[config.mk]
export PLATFORM = sky130hd
export DESIGN_NAME = calendar_clock_with_bcd_unit
export DESIGN_NICKNAME = d
export VERILOG_FILES = /design/src/sv/ccbcd_pkg.sv /design/src/sv/calendar_clock_with_bcd_unit.sv
export SDC_FILE = /design/constraint.sdc
export NUM_CORES = 1
export LEC_CHECK = 0
export ABC_AREA = 1
export BUFFER_PORTS_ARGS = -buffer_cell sky130_fd_sc_hd__buf_2
export CAP_MARGIN = 20
export CORE_MARGIN = 8
export CORE_UTILIZATION = 50
export DETAILED_ROUTE_END_ITERATION = 16
export GPL_ROUTABILITY_DRIVEN = 0
export PLACE_DENSITY = 0.7
export RECOVER_POWER = 100
export SLEW_MARGIN = 20
export SYNTH_ARGS = -nofsm -noshare
export SYNTH_HDL_FRONTEND = slang
export SYNTH_SLANG_ARGS = --single-unit
[constraint.sdc]
create_clock -name clk -period 9.6 [get_ports clk]
set_input_delay 1.92 -clock clk [delete_from_list [all_inputs] [get_ports clk]]
set_output_delay 1.92 -clock clk [all_outputs]
set_load 0.02 [all_outputs]
[src/sv/ccbcd_pkg.sv]
package ccbcd_pkg;

    // one command word: a millisecond tick or a bcd load
    typedef struct packed {
        logic        action;
        logic [55:0] load_bcd;
    } cmd_word_t;

    // one report word: binary time plus the bcd image
    typedef struct packed {
        logic [9:0]  millis;
        logic [6:0]  seconds;
        logic [6:0]  minutes;
        logic [5:0]  hours;
        logic [5:0]  day_of_month;
        logic [4:0]  month_number;
        logic [6:0]  year_number;
        logic [55:0] bcd_image;
    } rpt_word_t;

    localparam logic ACT_TICK = 1'b0;
    localparam logic ACT_LOAD = 1'b1;

    localparam logic [9:0] MS_PER_SEC   = 10'd1000;
    localparam logic [9:0] MS_HALF      = 10'd500;
    localparam logic [6:0] SEC_PER_MIN  = 7'd60;
    localparam logic [6:0] MIN_PER_HOUR = 7'd60;
    localparam logic [5:0] HOUR_PER_DAY = 6'd24;
    localparam logic [4:0] MONTH_LAST   = 5'd12;
    localparam logic [4:0] MONTH_FEB    = 5'd2;
    localparam logic [6:0] YEAR_LAST    = 7'd99;
    localparam logic [7:0] YEAR_LAST_W  = 8'd99;
    localparam logic [5:0] DAYS_LONG    = 6'd31;
    localparam logic [5:0] DAYS_FEB_LEAP = 6'd29;

    localparam logic [3:0] MASK_SEC_MIN = 4'h7;
    localparam logic [3:0] MASK_HR_DAY  = 4'h3;
    localparam logic [3:0] MASK_MONTH   = 4'h1;
    localparam logic [3:0] MASK_YEAR    = 4'hf;

    // reciprocal of ten for values below 1029: (v * 205) >> 11
    localparam logic [14:0] RECIP_TEN = 15'd205;

    typedef logic [5:0] month_len_t [0:12];
    localparam month_len_t MONTH_LEN = '{
        6'd0, 6'd31, 6'd28, 6'd31, 6'd30, 6'd31, 6'd30,
        6'd31, 6'd31, 6'd30, 6'd31, 6'd30, 6'd31
    };

endpackage

[src/sv/calendar_clock_with_bcd_unit.sv]
// channel | direction | handshake              | payload
// cmd     | in        | cmd_valid / cmd_ready  | ccbcd_pkg::cmd_word_t
// rpt     | out       | rpt_valid / rpt_ready  | ccbcd_pkg::rpt_word_t
//
// one word per clock sustained while rpt_ready holds; a word waits in the command
// register and moves into the report register once that register has room.
// the carry chain, bcd decode and bcd encode all sit between those two registers.
// rst_n clears the calendar to all zeros and empties both registers.
// a stalled report holds the pipe; cmd_ready follows the report register's room.
module calendar_clock_with_bcd_unit (
    input  logic                 clk,
    input  logic                 rst_n,
    input  logic                 cmd_valid,
    output logic                 cmd_ready,
    input  ccbcd_pkg::cmd_word_t cmd,
    output logic                 rpt_valid,
    input  logic                 rpt_ready,
    output ccbcd_pkg::rpt_word_t rpt
);
    import ccbcd_pkg::*;

    cmd_word_t  cmd_reg;
    logic       cmd_valid_reg;
    rpt_word_t  rpt_reg;
    logic       rpt_valid_reg;

    logic [9:0] ms_reg,    ms_next;
    logic [6:0] sec_reg,   sec_next;
    logic [6:0] min_reg,   min_next;
    logic [5:0] hour_reg,  hour_next;
    logic [5:0] day_reg,   day_next;
    logic [4:0] month_reg, month_next;
    logic [6:0] year_reg,  year_next;

    rpt_word_t  rpt_next;
    logic       advance;
    logic [5:0] month_days;
    logic [7:0] year_load;
    logic [6:0] rsec;

    function automatic logic [7:0] bcd_dec(input logic [7:0] b, input logic [3:0] mask);
        logic [3:0] t;
        t = b[7:4] & mask;
        return 8'({t, 3'b000}) + 8'({t, 1'b0}) + 8'(b[3:0]);
    endfunction

    function automatic logic [7:0] bcd_enc(input logic [6:0] v);
        logic [14:0] p;
        logic [3:0]  q;
        logic [6:0]  r;
        p = 15'(v) * RECIP_TEN;
        q = p[14:11];
        r = v - (7'({q, 3'b000}) + 7'({q, 1'b0}));
        return {q, r[3:0]};
    endfunction

    assign advance   = cmd_valid_reg && (!rpt_valid_reg || rpt_ready);
    assign cmd_ready = !cmd_valid_reg || advance;
    assign rpt_valid = rpt_valid_reg;
    assign rpt       = rpt_reg;

    // length of the current month, months above twelve run 31 days
    always_comb
    begin
        priority if (month_reg > MONTH_LAST)
            month_days = DAYS_LONG;
        else if (month_reg == MONTH_FEB && year_reg[1:0] == 2'b00)
            month_days = DAYS_FEB_LEAP;
        else
            month_days = MONTH_LEN[month_reg[3:0]];
    end

    always_comb
    begin
        ms_next    = ms_reg;
        sec_next   = sec_reg;
        min_next   = min_reg;
        hour_next  = hour_reg;
        day_next   = day_reg;
        month_next = month_reg;
        year_next  = year_reg;
        year_load  = bcd_dec(cmd_reg.load_bcd[55:48], MASK_YEAR);
        unique case (cmd_reg.action)
            ACT_LOAD:
            begin
                ms_next    = '0;
                sec_next   = 7'(bcd_dec(cmd_reg.load_bcd[7:0],   MASK_SEC_MIN));
                min_next   = 7'(bcd_dec(cmd_reg.load_bcd[15:8],  MASK_SEC_MIN));
                hour_next  = 6'(bcd_dec(cmd_reg.load_bcd[23:16], MASK_HR_DAY));
                day_next   = 6'(bcd_dec(cmd_reg.load_bcd[39:32], MASK_HR_DAY));
                month_next = 5'(bcd_dec(cmd_reg.load_bcd[47:40], MASK_MONTH));
                year_next  = (year_load > YEAR_LAST_W) ? 7'd0 : year_load[6:0];
            end
            ACT_TICK:
            begin
                // carry ripples up; each wrap enables the next field
                if (ms_reg + 10'd1 < MS_PER_SEC)
                    ms_next = ms_reg + 10'd1;
                else
                begin
                    ms_next = '0;
                    if (sec_reg + 7'd1 < SEC_PER_MIN)
                        sec_next = sec_reg + 7'd1;
                    else
                    begin
                        sec_next = '0;
                        if (min_reg + 7'd1 < MIN_PER_HOUR)
                            min_next = min_reg + 7'd1;
                        else
                        begin
                            min_next = '0;
                            if (hour_reg + 6'd1 < HOUR_PER_DAY)
                                hour_next = hour_reg + 6'd1;
                            else
                            begin
                                hour_next = '0;
                                if (day_reg + 6'd1 <= month_days)
                                    day_next = day_reg + 6'd1;
                                else
                                begin
                                    day_next = 6'd1;
                                    if (month_reg + 5'd1 <= MONTH_LAST)
                                        month_next = month_reg + 5'd1;
                                    else
                                    begin
                                        month_next = 5'd1;
                                        year_next  = (year_reg + 7'd1 > YEAR_LAST) ?
                                                     7'd0 : year_reg + 7'd1;
                                    end
                                end
                            end
                        end
                    end
                end
            end
            default:
            begin
                ms_next = ms_reg;
            end
        endcase
    end

    // report word built from the updated time, bcd seconds rounded at half a second
    always_comb
    begin
        rsec = sec_next + ((ms_next >= MS_HALF) ? 7'd1 : 7'd0);
        rpt_next.millis       = ms_next;
        rpt_next.seconds      = sec_next;
        rpt_next.minutes      = min_next;
        rpt_next.hours        = hour_next;
        rpt_next.day_of_month = day_next;
        rpt_next.month_number = month_next;
        rpt_next.year_number  = year_next;
        rpt_next.bcd_image    = {bcd_enc(year_next), bcd_enc(7'(month_next)),
                                 bcd_enc(7'(day_next)), 8'h00, bcd_enc(7'(hour_next)),
                                 bcd_enc(min_next), bcd_enc(rsec)};
    end

    always_ff @(posedge clk or negedge rst_n)
    begin
        if (!rst_n)
        begin
            cmd_valid_reg <= 1'b0;
            rpt_valid_reg <= 1'b0;
            ms_reg        <= '0;
            sec_reg       <= '0;
            min_reg       <= '0;
            hour_reg      <= '0;
            day_reg       <= '0;
            month_reg     <= '0;
            year_reg      <= '0;
        end
        else
        begin
            if (cmd_ready)
                cmd_valid_reg <= cmd_valid;
            if (advance)
                rpt_valid_reg <= 1'b1;
            else if (rpt_ready)
                rpt_valid_reg <= 1'b0;
            if (advance)
            begin
                ms_reg    <= ms_next;
                sec_reg   <= sec_next;
                min_reg   <= min_next;
                hour_reg  <= hour_next;
                day_reg   <= day_next;
                month_reg <= month_next;
                year_reg  <= year_next;
            end
        end
    end

    always_ff @(posedge clk)
    begin
        if (cmd_ready && cmd_valid)
            cmd_reg <= cmd;
        if (advance)
            rpt_reg <= rpt_next;
    end

endmodule

## Yosys cells after proc, flatten, opt, wreduce, memory -nomap -nowiden

Memory sizes are Yosys's and may differ from the RTL's.
Cells that the tools add are included.

- Magnitude comparators: 11
- Bitwise logic cells: 2
- Reductions and logical operators: 9
- Multiply operators: 6
- Add/sub/neg operators: 32
- Mux-type cells: 43
- Equal/unequal tests: 1

Operators with widths:

| operator | count |
|---|---|
| $mux W7 | 13 |
| $mux W6 | 13 |
| $mul A7 B8 Y15 const B | 3 |
| $pmux W7 S2 | 3 |
| $mux W5 | 6 |
| $mul A6 B8 Y14 const B | 2 |
| $pmux W6 S2 | 2 |
| $sub A4 B4 Y4 | 6 |
| $add A7 B1 Y7 const B | 3 |
| $add A4 B4 Y4 | 5 |
| $pmux W10 S2 | 1 |
| $add A6 B4 Y7 | 2 |
| $add A7 B4 Y7 | 2 |
| $lt A7 B6 Y1 const B | 2 |
| $mul A5 B8 Y13 const B | 1 |
| $add A5 B3 Y6 | 2 |
| $add A6 B1 Y6 const B | 2 |
| $add A6 B4 Y6 | 2 |
| $add A10 B1 Y10 const B | 1 |
| $ge A10 B9 Y1 const B | 1 |
| $lt A10 B10 Y1 const B | 1 |
| $mux W10 | 1 |
| $pmux W5 S2 | 1 |
| $add A7 B5 Y8 | 1 |
| other kinds (22) | 28 |

- Memory bits (read-only): 96
- Input bits: 61
- Register bits after elaboration: 199
- Logic and storage cells: 124
- Memories: 1

Memory list:

| memory | words | bits a word | rd ports | clocked after memory_dff | wr ports | RTL line | source |
|---|---|---|---|---|---|---|---|
| (no name shown) | 16 | 6 | 1 | 0 | 0 | calendar_clock_with_bcd_unit.sv:70 | `month_days = MONTH_LEN[month_reg[3:0]];` |

## Longest topological paths before layout

- Depth after elaboration: 16
- Gate-level depth with buffers: 44
- Mapped depth without buffers: 43

## Worst setup path before layout

Ideal clock, no wire load.

- Kind: reg-to-reg
- From: register ms_reg[0]
- To: register rpt_reg (netlist bit rpt[3]) (data pin)
- Data arrival time: 6.442 ns
- Slack: 2.905 ns
- Setup time: 0.254 ns
- Stages on the path, launching flop included: 44
- Clock period less this slack: 6.695 ns
- Required time: 9.346 ns
- Cells stage by stage: dfrtp_1 > ha_1 > nand2_1 > nor2_1 > nand3_1 > nand2_1 > nand2_2 > nor2_4 > nand3_4 > inv_2 > nor2_1 > inv_1 > clkbuf_1 > nor2_1 > o211ai_1 > o21ai_0 > ha_1 > ha_1 > [8 not listed] > ha_1 > fa_1 > ha_1 > inv_1 > nor4_1 > a2111oi_0 > a21boi_0 > inv_1 > a31oi_1 > xnor2_1 > ha_1 > inv_1 > nand3_1 > nand2_1 > nand2_1 > nand2_1 > nand2_1 > nand2_1

RTL lines:

| item | RTL line | source |
|---|---|---|
| from (decl) | calendar_clock_with_bcd_unit.sv:27 | `logic [9:0] ms_reg, ms_next;` |
| from (signal assigned) | calendar_clock_with_bcd_unit.sv:183 | `ms_reg <= ms_next;` |
| to (signal assigned) | calendar_clock_with_bcd_unit.sv:199 | `rpt_reg <= rpt_next;` |
| to (decl) | calendar_clock_with_bcd_unit.sv:24 | `rpt_word_t rpt_reg;` |

## Worst setup path after layout

- From: input port rpt_ready
- To: register ms_reg[7]

- Word-level cells in the longest chain between the ends: 2

RTL lines:

| item | RTL line | source |
|---|---|---|
| from (decl) | calendar_clock_with_bcd_unit.sv:17 | `input logic rpt_ready,` |
| $logic_or A1 B1 Y1 | calendar_clock_with_bcd_unit.sv:57 | `assign advance = cmd_valid_reg && (!rpt_valid_reg \|\| rpt_ready);` |
| $logic_and A1 B1 Y1 | calendar_clock_with_bcd_unit.sv:57 |  |

Every way passes these cells.
A chain may end at the register's enable or synchronous reset.

==> results.json <==
{
  "ys_ff_latch": 181,
  "largest_reg_flops": 91,
  "grt_pass1_vias": 10400,
  "violations": "capacitance limit, slew limit",
  "post-route-period-util_pct": 82.5,
  "cts-root-buf": "clkbuf_16",
  "synth_area_sq_mm": 0.0139,
  "p_per_area_mw_per_mm2": 347,
  "drive_gt1_share_pct": 6.16,
  "crit-reg2reg-capture": "rpt[3]",
  "critical_path.slowest_cell": "clkinvlp_2",
  "p_leak_nw": 7.59,
  "cp-start-kind": "primary input",
  "synth_flop_cell": "edfxtp_1",
  "fin_skew_ps": 16.6,
  "total_power_w": 0.00535,
  "initial_core_util_pct": 50.4,
  "async_flop_share_pct": 27.6,
  "layout.nets": 1973,
  "ys_seq_area_share_pct": 37.3,
  "whs_path_depth": 2,
  "clk_path_buf_depth": 2,
  "die_w_microns": 183,
  "hpwl_microns": 22900,
  "wl_per_cell_microns": 14.6,
  "yosysWarnings": 0,
  "insertion_delay_ps": 450,
  "endpoint_kind": "register",
  "slew_violations": 285,
  "synth_cell_types": 57,
  "portBuffers": 137,
  "cts_sinks": 181,
  "synth_top_cell_area_share_pct": 28.3,
  "drt-total-wl_microns": 29700,
  "yosysTopAreaCell": "edfxtp_1",
  "fin_tns_setup_ps": 0,
  "post_cts_resize_count": 0,
  "grt_antenna_before_repair": 3,
  "cts_tree": "yes",
  "critPathMaxFanout": 95,
  "syn-instance-count": 1499,
  "relSlewSlack_pct": -104,
  "ys_top_cells_by_area": "edfxtp_1 (28%), ha_1 (20%), dfrtp_1 (9.0%)",
  "yosys.area_share.simple_pct": 16.4,
  "area_growth_pct": 10.8,
  "criticalPathCategory": "in2reg",
  "die-area_sq_mm": 0.0334,
  "avgSynthCellArea_sq_um": 9.27,
  "vdd.ir_drop.worst_uv": 302,
  "grt_max_degree": 96,
  "drcViolationCount": 0,
  "clk_pin_slew_worst_paths_ps": 80,
  "post-cts-setup-buffer-count": 0,
  "hold_viol": 0,
  "path_cells": "buf_2, inv_1, nand2_1, nand2_1, clkbuf_1, clkinvlp_2, clkbuf_2, o21ai_0",
  "cp.arrival_ps": 8230,
  "cts_hold_buf": 0,
  "setup_viol": 0,
  "min_to": "ms_reg[1]",
  "die_y_microns": 183,
  "slowest_delay_ps": 2420,
  "crit_top_cell": "nand2_1",
  "rr_startpoint": "ms_reg[0]",
  "reg2reg_depth": 42,
  "dr.pass1.iters": 5,
  "worstMarginPinSlew_ps": 3060,
  "track_usage_pct": 18.1,
  "io_pins": 167,
  "fmax_mhz": 126,
  "vias": 10400,
  "cap_violations": 5,
  "synth-edff-count": 131,
  "yosys.area_share.xor_xnor_pct": 3.15,
  "synth_compound_area_share_pct": 8.35,
  "synth_fa_ha_area_share_pct": 26.7,
  "rsz0062_at_grt": "no",
  "hold_start": "ms_reg[1]",
  "r2r_slack_ps": 1780,
  "synth_top_family_by_area": "adder cells",
  "ctsHtreeMaxLevel": 4,
  "muxShareOfSynthArea_pct": 0,
  "grt_pass1_wl_microns": 49200,
  "status": "finished, violations left",
  "rows": 61,
  "grt_overflow": 0,
  "min_period_ps": 7920,
  "crit_required_ps": 9910,
  "hold_path_class": "reg2reg",
  "cts_buffers": 17,
  "ant_nets": 0,
  "core-area_sq_mm": 0.0276,
  "routed_via_density": 5.12,
  "drtIter0Drc": 476
}
## per-stage QoR
stage	instance area (sq um)	std cells	util, %	setup WS [ps]	hold WS (ps)
2_1_floorplan	13900	1510	-	2900	491
3_3_place_gp	15000	2002	54.4	2100	512
3_5_place_dp	15000	2002	54.4	2050	520
4_1_cts	15600	2034	56.7	2010	542
5_1_grt	15400	2036	55.9	825	564
6_report	15400	2036	55.9	1680	541
## Yosys cell counts (all sizes together), types with 5 or more instances
cell and count:
fa 46, edfxtp 131, nand3 71, nand2 307, nor4 5, or2 9
xor2 37, a31oi 5, ha 223, nor3 10, o21ai 101, nand3b 7
clkbuf 13, o21bai 5, inv 252, xnor2 13, dfrtp 50, buf 19
a21oi 43, nand4 20, o211ai 9, nor2 85
## power breakdown
group          switching (W)  total [W]  internal [W]  leakage [nW]
Clock               0.000317   0.000748      0.000430         0.303
Combinational        0.00205    0.00329       0.00124          5.37
Sequential          0.000127    0.00131       0.00119          1.91
## layout make-up
type                    count  area [sq um]
clock buffers              20           458
multi-input cells        1044          7550
well taps                 378           473
fillers                  2513         12200
repair buffers            146           609
clock inverters            12           166
diodes                      2          5.00
flip-flops and latches    181          5180
inverters                 253           951
## layout by cell type (no fill, tap or decap), drive strengths merged, types with 5 or more instances in the layout
cell type	instances
xnor2	13
nor4	5
dfrtp	50
nand2	307
fa	46
xor2	37
ha	223
a31oi	5
nor2	85
nand3	71
nand4	20
o21ai	101
o21bai	5
or2	9
a21oi	43
inv	256
nand3b	7
edfxtp	131
nor3	10
clkbuf	124
conb	12
o211ai	9
buf	42
## logic make-up after synthesis
logic type      after synthesis
simple gates                518
buf+inv                     285
fa+ha+maj                   269
compound gates              195
flops                       181
xor+xnor                     50
other cells                   1
## critical path, delay by kind of cell
family          cells  cell delay [ps]
buf+inv             5             5550
compound gates      1              580
simple gates        2              120
## how the worst max path moves through the flow
stage,startpoint,to,slack (ps),depth (start not counted)
5_1_grt,rpt_ready,ms_reg[7],830,8
3_3_place_gp,ms_reg[0],rpt[3],2100,42
2_1_floorplan,ms_reg[0],rpt[3],2900,43
4_1_cts,ms_reg[0],rpt[3],2010,42
6_report,rpt_ready,ms_reg[7],1680,8
3_5_place_dp,ms_reg[0],rpt[3],2050,42
## per-layer routing
layer	wire (microns)	GRT usage, %
met1	13300	22.1
met2	14500	31.5
met3	1250	3.32
met4	682	6.59
met5	13	0
Note: power is estimated with default switching activity, not from simulation.
